--- src/rtl/rwct_pkg.sv ---
`default_nettype none
package rwct_pkg;

  localparam int FUNC_COLUMN = 0;
  localparam int FUNC_ROW    = 1;

  localparam int QUEUE_DEPTH = 4;

  localparam logic [1:0] REGION_CEIL  = 2'd0;
  localparam logic [1:0] REGION_WALL  = 2'd1;
  localparam logic [1:0] REGION_FLOOR = 2'd2;

  localparam logic [1:0] REG_ROWS       = 2'd0;
  localparam logic [1:0] REG_CEIL_RGBA  = 2'd1;
  localparam logic [1:0] REG_FLOOR_RGBA = 2'd2;

  localparam logic [1:0] FACE_NORTH = 2'd0;
  localparam logic [1:0] FACE_EAST  = 2'd3;

  // one decoded input word, queued between front and back
  typedef struct packed {
    logic        func;
    logic [10:0] column;
    logic [23:0] pos;
    logic [17:0] dir;
    logic [23:0] hit_dist;
    logic        mirror;
    logic [1:0]  face;
  } rwct_item_t;

endpackage
`default_nettype wire

--- src/rtl/rwct_front.sv ---
`default_nettype none
// Accept input words, pick the axis by hit side, and queue them.
module rwct_front
  import rwct_pkg::*;
(
  input  wire logic       clk,
  input  wire logic       rst,
  input  wire logic       in_valid,
  output logic            in_ready,
  input  wire logic [127:0] in_data,
  input  wire logic       in_func,
  output logic            q_valid,
  input  wire logic       q_pop,
  output rwct_item_t      q_item
);
  localparam int DEPTH = QUEUE_DEPTH;
  localparam int AW = $clog2(DEPTH);

  rwct_item_t    mem [DEPTH];
  logic [AW-1:0] wptr, rptr;
  logic [AW:0]   count;
  rwct_item_t    item;
  logic          push, pop;
  logic          side;
  logic [1:0]    face;

  assign side = in_data[119];
  assign face = in_data[121:120];

  always_comb begin
    item.func     = in_func;
    item.column   = in_data[10:0];
    item.pos      = side ? in_data[34:11] : in_data[58:35];
    item.dir      = side ? in_data[76:59] : in_data[94:77];
    item.hit_dist = in_data[118:95];
    item.mirror   = side ? (face == FACE_NORTH) : (face == FACE_EAST);
    item.face     = face;
  end

  assign in_ready = count != (AW+1)'(DEPTH);
  assign q_valid  = count != '0;
  assign q_item   = mem[rptr];
  assign push = in_valid && in_ready;
  assign pop  = q_pop && q_valid;

  always_ff @(posedge clk) begin
    if (push) mem[wptr] <= item;
  end

  always_ff @(posedge clk) begin
    if (rst) begin
      wptr <= '0;
      rptr <= '0;
      count <= '0;
    end else begin
      if (push) wptr <= (wptr == AW'(DEPTH-1)) ? '0 : wptr + 1'b1;
      if (pop)  rptr <= (rptr == AW'(DEPTH-1)) ? '0 : rptr + 1'b1;
      count <= count + (AW+1)'(push) - (AW+1)'(pop);
    end
  end
endmodule
`default_nettype wire

--- src/rtl/rwct_divider.sv ---
`default_nettype none
// Restoring divider, one quotient bit a cycle.
module rwct_divider #(
  parameter int W = 44
) (
  input  wire logic         clk,
  input  wire logic         rst,
  input  wire logic         start,
  input  wire logic [W-1:0] num,
  input  wire logic [W-1:0] den,
  output logic              busy,
  output logic [W-1:0]      quo
);
  localparam int CW = $clog2(W + 1);

  logic [W-1:0] rem, q, d;
  logic [CW-1:0] cnt;
  logic [W:0]   trial;

  assign trial = {rem, q[W-1]} - {1'b0, d};
  assign quo = q;

  always_ff @(posedge clk) begin
    if (rst) begin
      busy <= 1'b0;
      cnt  <= '0;
    end else if (start) begin
      busy <= 1'b1;
      cnt  <= CW'(W);
    end else if (busy) begin
      cnt <= cnt - 1'b1;
      if (cnt == CW'(1)) busy <= 1'b0;
    end
  end

  always_ff @(posedge clk) begin
    if (start) begin
      rem <= '0;
      q   <= num;
      d   <= den;
    end else if (busy) begin
      if (!trial[W]) begin
        rem <= trial[W-1:0];
        q   <= {q[W-2:0], 1'b1};
      end else begin
        rem <= {rem[W-2:0], q[W-1]};
        q   <= {q[W-2:0], 1'b0};
      end
    end
  end
endmodule
`default_nettype wire

--- src/rtl/rwct_back.sv ---
`default_nettype none
// Column setup sequencer and row emitter.
module rwct_back
  import rwct_pkg::*;
#(
  parameter int TEX_SIZE  = 64,
  parameter int FRAC_BITS = 16,
  parameter int MAX_ROWS  = 2048
) (
  input  wire logic        clk,
  input  wire logic        rst,
  input  wire logic [11:0] rows_cfg,
  input  wire logic [31:0] ceil_rgba,
  input  wire logic [31:0] floor_rgba,
  input  wire logic        q_valid,
  output logic             q_pop,
  input  wire rwct_item_t  q_item,
  output logic             out_valid,
  input  wire logic        out_ready,
  output logic [71:0]      out_word
);
  localparam int TB  = $clog2(TEX_SIZE);
  localparam int DW  = 2 * FRAC_BITS + 13;

  typedef enum logic [5:0] {
    S_IDLE  = 6'b000001,
    S_DIV1  = 6'b000010,
    S_GEOM  = 6'b000100,
    S_DIV2  = 6'b001000,
    S_MUL   = 6'b010000,
    S_TEX   = 6'b100000
  } state_t;

  state_t state;
  logic [12:0] h, center;
  logic [DW-1:0] div_num, div_den, div_q;
  logic div_start, div_busy;
  logic [DW-1:0] lh, half;
  logic [12:0] top, bottom;
  logic [31:0] step;
  logic [31:0] off;
  logic signed [43:0] prod;
  logic [63:0] frac_sum;
  logic [2*FRAC_BITS-1:0] frac;
  logic [TB-1:0] t;

  logic [10:0] cur_column, line_top_row, line_bottom_row;
  logic [11:0] row_counter;
  logic [TB-1:0] tex_column;
  logic [1:0] face_reg;
  logic [31:0] tex_step, tex_accum;
  rwct_item_t cur;

  logic row_go, row_fire, is_wall;
  logic [12:0] row13;
  logic [71:0] row_word;

  always_comb begin
    h = {1'b0, rows_cfg};
    if (h < 13'd2) h = 13'd2;
    if (h > 13'(MAX_ROWS)) h = 13'(MAX_ROWS);
    center = h >> 1;
  end

  rwct_divider #(.W(DW)) u_div (
    .clk(clk), .rst(rst), .start(div_start), .num(div_num), .den(div_den),
    .busy(div_busy), .quo(div_q)
  );

  // row path
  assign row13 = {1'b0, row_counter};
  assign is_wall = row_counter >= {1'b0, line_top_row} &&
                   row_counter <= {1'b0, line_bottom_row};
  assign row_go = state == S_IDLE && q_valid && q_item.func
                  && (!out_valid || out_ready);
  assign row_fire = row_go && row13 < h;
  assign q_pop = state == S_IDLE && q_valid &&
                 (!q_item.func || !out_valid || out_ready);

  always_comb begin
    row_word = '0;
    row_word[10:0]  = cur_column;
    row_word[21:11] = row_counter[10:0];
    row_word[70]    = row13 == h - 13'd1;
    if (is_wall) begin
      row_word[23:22] = REGION_WALL;
      row_word[57:56] = face_reg;
      row_word[63:58] = 6'(tex_column);
      row_word[69:64] = 6'(tex_accum[FRAC_BITS +: TB]);
    end else if (row13 < center) begin
      row_word[23:22] = REGION_CEIL;
      row_word[55:24] = ceil_rgba;
    end else begin
      row_word[23:22] = REGION_FLOOR;
      row_word[55:24] = floor_rgba;
    end
  end

  always_comb begin
    half   = lh >> 1;
    top    = (half > DW'(center)) ? 13'd0 : center - half[12:0];
    bottom = (DW'(center) + half > DW'(h - 13'd1)) ? h - 13'd1
             : center + half[12:0];
  end

  assign frac_sum = ({40'b0, cur.pos} << FRAC_BITS) + 64'(prod);
  assign frac = (cur.hit_dist == 24'd0) ? (2*FRAC_BITS)'({40'b0, cur.pos} << FRAC_BITS)
                                        : frac_sum[2*FRAC_BITS-1:0];
  assign t = frac[2*FRAC_BITS-1 -: TB];

  always_comb begin
    div_start = 1'b0;
    div_num = '0;
    div_den = '0;
    if (state == S_IDLE && q_valid && !q_item.func) begin
      div_start = 1'b1;
      div_num = DW'(h) << FRAC_BITS;
      div_den = (q_item.hit_dist == 24'd0) ? DW'(1) : DW'(q_item.hit_dist);
    end else if (state == S_GEOM) begin
      // line height is on the divider output this cycle
      div_start = div_q != '0;
      div_num = DW'(TEX_SIZE) << FRAC_BITS;
      div_den = div_q;
    end
  end

  always_ff @(posedge clk) begin
    if (rst) begin
      state <= S_IDLE;
      out_valid <= 1'b0;
      cur_column <= '0; row_counter <= '0;
      line_top_row <= '0; line_bottom_row <= '0;
      tex_column <= '0; face_reg <= '0;
      tex_step <= '0; tex_accum <= '0;
    end else begin
      if (row_fire) out_valid <= 1'b1;
      else if (out_ready) out_valid <= 1'b0;
      unique case (state)
        S_IDLE: begin
          if (q_valid && !q_item.func) begin
            cur <= q_item;
            state <= S_DIV1;
          end else if (row_fire) begin
            out_word <= row_word;
            if (is_wall) tex_accum <= tex_accum + tex_step;
            row_counter <= row_counter + 12'd1;
          end
        end
        S_DIV1: if (!div_busy && !div_start) state <= S_GEOM;
        S_GEOM: begin
          lh <= div_q;
          state <= S_DIV2;
        end
        S_DIV2: if (!div_busy) begin
          if (lh == '0 || div_q > DW'(32'hFFFFFFFF)) step <= 32'hFFFFFFFF;
          else step <= div_q[31:0];
          off <= 32'(top) + 32'(half) - 32'(center);
          prod <= 44'($signed(cur.hit_dist == 24'd0 ? 25'd1 : {1'b0, cur.hit_dist}))
                  * 44'($signed(cur.dir));
          state <= S_MUL;
        end
        S_MUL: begin
          tex_accum <= off * step;
          state <= S_TEX;
        end
        default: begin
          cur_column <= cur.column;
          row_counter <= '0;
          line_top_row <= top[10:0];
          line_bottom_row <= bottom[10:0];
          tex_column <= cur.mirror ? TB'(TEX_SIZE - 1) - t : t;
          face_reg <= cur.face;
          tex_step <= step;
          state <= S_IDLE;
        end
      endcase
    end
  end
endmodule
`default_nettype wire

--- src/rtl/raycast_wall_column_texturer.sv ---
`default_nettype none
// channel   dir  fields (low bit up)
// s_axis    in   tuser=func; tdata=column,pos_x,pos_y,dir_x,dir_y,
//                distance,hit_side,face
// m_axis    out  tdata=out_column,out_row,region,fill_color,texture_face,
//                texel_x,texel_y,last_row
// cfg       in   wr_en, wr_index, wr_data
// Row words take one cycle each. A column word holds the back end through two
// 45-step serial divisions (the second is skipped when the line height is zero);
// a 4-entry queue keeps input flowing meanwhile and drops tready when full.
// Reset is synchronous. Output stalls hold the row stream.
module raycast_wall_column_texturer
  import rwct_pkg::*;
#(
  parameter int TEX_SIZE  = 64,
  parameter int FRAC_BITS = 16,
  parameter int MAX_ROWS  = 2048
) (
  input  wire logic         clk,
  input  wire logic         rst,
  input  wire logic         s_axis_tvalid,
  output logic              s_axis_tready,
  input  wire logic [127:0] s_axis_tdata,  // column..face
  input  wire logic         s_axis_tuser,  // func
  output logic              m_axis_tvalid,
  input  wire logic         m_axis_tready,
  output logic [71:0]       m_axis_tdata,  // out_column..last_row
  input  wire logic         wr_en,
  input  wire logic [1:0]   wr_index,
  input  wire logic [31:0]  wr_data
);
  logic [11:0] rows_cfg;
  logic [31:0] ceil_rgba, floor_rgba;
  logic q_valid, q_pop;
  rwct_item_t q_item;

  always_ff @(posedge clk) begin
    if (rst) begin
      rows_cfg <= 12'd480;
      ceil_rgba <= '0;
      floor_rgba <= '0;
    end else if (wr_en) begin
      case (wr_index)
        REG_ROWS:       rows_cfg <= wr_data[11:0];
        REG_CEIL_RGBA:  ceil_rgba <= wr_data;
        REG_FLOOR_RGBA: floor_rgba <= wr_data;
        default: ;
      endcase
    end
  end

  rwct_front u_front (
    .clk(clk), .rst(rst), .in_valid(s_axis_tvalid), .in_ready(s_axis_tready),
    .in_data(s_axis_tdata), .in_func(s_axis_tuser),
    .q_valid(q_valid), .q_pop(q_pop), .q_item(q_item)
  );

  rwct_back #(.TEX_SIZE(TEX_SIZE), .FRAC_BITS(FRAC_BITS), .MAX_ROWS(MAX_ROWS)) u_back (
    .clk(clk), .rst(rst), .rows_cfg(rows_cfg),
    .ceil_rgba(ceil_rgba), .floor_rgba(floor_rgba),
    .q_valid(q_valid), .q_pop(q_pop), .q_item(q_item),
    .out_valid(m_axis_tvalid), .out_ready(m_axis_tready), .out_word(m_axis_tdata)
  );
endmodule
`default_nettype wire
--- config.mk ---
export PLATFORM = sky130hd
export DESIGN_NAME = raycast_wall_column_texturer
export DESIGN_NICKNAME = d
export VERILOG_FILES = /design/src/rtl/rwct_pkg.sv /design/src/rtl/rwct_front.sv /design/src/rtl/rwct_divider.sv /design/src/rtl/rwct_back.sv /design/src/rtl/raycast_wall_column_texturer.sv
export SDC_FILE = /design/constraint.sdc
export NUM_CORES = 2
export LEC_CHECK = 0
export ABC_AREA = 1
export BUFFER_PORTS_ARGS = -buffer_cell sky130_fd_sc_hd__buf_2
export CELL_PAD_IN_SITES_DETAIL_PLACEMENT = 0
export CELL_PAD_IN_SITES_GLOBAL_PLACEMENT = 1
export CORE_UTILIZATION = 44
export DETAILED_ROUTE_END_ITERATION = 10
export PLACE_DENSITY = 0.83
export SYNTH_ARGS = -nofsm -noshare
export SYNTH_HDL_FRONTEND = slang
export SYNTH_SLANG_ARGS = --single-unit
--- constraint.sdc ---
create_clock -name clk -period 6.6 [get_ports clk]
set_input_delay 0.33 -clock clk [delete_from_list [all_inputs] [get_ports clk]]
set_output_delay 0.33 -clock clk [all_outputs]
set_load 0.01 [all_outputs]
==> results.md <==
* Yosys top cell by area: edfxtp_1
* Core area at 144000 µm²
* Share of cells above drive strength 1 at 0.103
* Fillers at 13405
* Die H at 383 µm
* Post-synthesis register bit count at 871
* Clock Tree Buf Depth at 3
* Hold WS at 52.8 ps
* Syn. warnings at 0
* Worst-Margin Slew at 1210 ps
* Grt met3 use at 0.0299
* Largest net degree at the start of global routing at 102
* Vias per cell at 5.16
* Die area at 147000 µm²
* Area after DPL at 68300 µm²
* CP arrival at 7050 ps
* Total of max-cap violations at 0
* Ranking of synthesized cells by area: edfxtp_1, fa_1, nand2_1, ha_1, inv_1
* Min-Delay Path Class: in -> reg
* Per-cell routed wire length at 18.8 µm
* Largest register FFs at 292
* Num CTS Buffers at 96
* Drt pass-1 iters at 10
* Met1 usage at 0.325
* Post-DP HPWL at 141 mm
* RePlAce Congestion at 0.948
* Vias in the first global route at 50949
* Post-route cell area at 73600 µm²
* Mean post-synth cell area at 8.68 µm²
* Startpoint Class: register
* CTS H-tree depth at 3
* Total global-route track usage at 0.253
* Vias at 50734
* Layout net count at 8935
* Status: finished, violations left
* Async set-or-reset flop fraction in the synthesized netlist at 0
* Global route overflow at 0
* Starting Density at 0.444
* Violations in the final reports: design-rule violations
* Pre-CTS WS at -134 ps
* Most frequently used flop master after synthesis: edfxtp_1
* Clock Latency Late Sink at 740 ps
* Req. time, crit path at 7260 ps
* Mapped Area at 63800 µm²
* Setup ws final at 204 ps
* Buffers on Ports at 218
* Max Freq at 156 MHz
* Post-synth cell types at 66
* Mapped Cells at 7346
* Core Util, Final at 0.512
* EDFF count, synth at 630
* # setup viols final at 0
* CTS sink count at 871
* Initial antenna violation count at 13
* Nature of the critical path endpoint: register
* Crit share post-route at 0.969
* Path type of the worst setup path: reg -> reg
* Final WL at 185 mm
* CP max FO at 4
* Final Hold Vio Count at 0
* # DRC at 28
* Top Registers: u_front.mem (292), u_back.cur (72), u_back.out_word (71)
* GRT busiest layer: met2
* Sequential-to-total area share from yosys stat at 0.372
* Synth-to-layout area growth at 15.3%
* CTS tree: built
* Setup repair after global routing missed its margin: yes
* Die Wd at 383 µm
* Met2 GRT Util at 0.432
* Num rows at 139
* Clock Skew at 58.9 ps
* Antenna Violating Nets Remaining at 0
* Root cell of the clock tree: clkbuf_16
* 1st-iter DRT viols at 3703
* Post-synth top area share at 0.297
* Fin crit period at 6400 ps
* IO Count at 242
* Largest register by flop count: u_front.mem
* Final Max Tran Viols at 0
* Rel. slew slack at 0.188
* Clk slew on worst S/H paths at 70 ps
* Global-route wire length before repair at 287 mm
-- worst max-delay path: stages (launching register included) --
cell      delay [ps]
edfxtp_1         410
buf_4            130
buf_4            100
nand2_2           50
fa_1             540
inv_1             50
fa_1             490
inv_2             40
fa_1             510
inv_2             50
fa_1             520
fa_1             440
fa_1             530
fa_1             430
fa_1             490
ha_4             340
inv_2             50
nor3_4           180
nand4_1          190
or2_4            290
o311ai_4          60
buf_4            170
inv_2             30
nand2_1           40
nand3_1           60
a21oi_1          150
-- synth_stat cells, types with 3 or more instances --
cell      instances
nand2_1        1605
inv_1          1361
nor2_1          636
edfxtp_1        630
fa_1            497
ha_1            434
o21ai_0         385
a21oi_1         339
dfxtp_1         241
clkbuf_1        216
nand3_1         195
xor2_1          132
o22ai_1          89
xnor2_1          62
nor3_1           53
nand4_1          52
nor4_1           44
a22o_1           33
o211ai_1         29
o21ai_1          29
buf_2            27
a21o_1           25
buf_1            24
or2_2            23
a32oi_1          20
o21bai_1         18
inv_2            12
a31oi_1          11
a211oi_1         10
o31ai_1          10
a21boi_0          9
nand2_2           9
nand3b_1          9
buf_4             7
o21a_1            7
buf_6             6
nor2_2            6
o221ai_1          6
and3_1            4
clkinv_1          3
o211a_1           3
-- through the flow --
stage | cells | TNS (ps)
2_1_floorplan | 7378 | 0
3_3_place_gp | 9481 | -143
3_5_place_dp | 9481 | -160
4_1_cts | 9798 | 0
5_1_grt | 9823 | -114
6_report | 9826 | 0
-- cell families (layout without fill, tap and decap cells) --
logic type      Yosys count  in the layout  synth area share
compound gates         1039           1039            0.0924
xor+xnor                194            194            0.0266
fa+ha+maj               931            931             0.241
buf+inv                1659           2199            0.0993
flops                   871            871             0.372
other cells               2             39          0.000118
simple gates           2650           2650             0.168
-- per-layer routing --
metal,vias up,part of all wire
li1,24372,-
met1,24519,0.42
met2,1474,0.49
met3,357,0.056
met4,12,0.041
met5,-,0.00041
-- worst paths after layout --
| kind | startpoint | endpoint | slack, ps | cells after the start |
|---|---|---|---|---|
| max | u_back.step[2] | u_back.tex_accum[21] | 200 | 25 |
| max reg2reg | u_back.step[2] | u_back.tex_accum[21] | 200 | 25 |
| min reg2reg | u_back.cur_column[8] | u_back.out_word[8] | 430 | 0 |
| min | s_axis_tdata[13] | u_front.mem[3][47] | 50 | 3 |
-- cell usage in the layout (no fill, tap or decap), types with 15 or more instances in the layout --
| cell | instances |
|---|---|
| nand3_1 | 194 |
| nand4_1 | 52 |
| dfxtp_1 | 239 |
| ha_1 | 421 |
| o21ai_0 | 377 |
| xnor2_1 | 62 |
| nor2_1 | 626 |
| o22ai_1 | 89 |
| a22o_1 | 33 |
| a21oi_1 | 330 |
| nand2_1 | 1591 |
| buf_4 | 265 |
| nand2_2 | 19 |
| dlygate4sd3_1 | 137 |
| a21o_1 | 25 |
| o21ai_1 | 36 |
| o21bai_1 | 18 |
| nor4_1 | 41 |
| edfxtp_1 | 630 |
| a32oi_1 | 20 |
| nor3_1 | 50 |
| inv_2 | 34 |
| xor2_1 | 132 |
| or2_2 | 22 |
| buf_2 | 218 |
| fa_1 | 492 |
| conb_1 | 34 |
| o211ai_1 | 29 |
| clkinv_1 | 15 |
| clkinv_2 | 25 |
| inv_1 | 1338 |
| clkbuf_16 | 97 |
-- cell type report --
type	instances	area, µm²	share of cell area
diodes	5	12.5	0.000170
multi-input cells	4848	34200	0.465
inverters	1377	5170	0.0703
clock inverters	70	738	0.0100
clock buffers	110	2520	0.0342
repair buffers	642	4780	0.0650
well taps	1903	2380	0.0324
flip-flops and latches	871	23700	0.323
-- repair_timing --
item | in CTS | in global routing
setup endpoints to repair | 2 | 18
hold buffers | 137 | 0
resized for setup | 8 | 99
pin swaps | 0 | 63
hold endpoints to repair | 364 | 0
setup buffers | 0 | 23
Power is left out: the tool's default activity adds up to more than one toggle a clock period on the data nets, which glitch-free logic cannot reach.
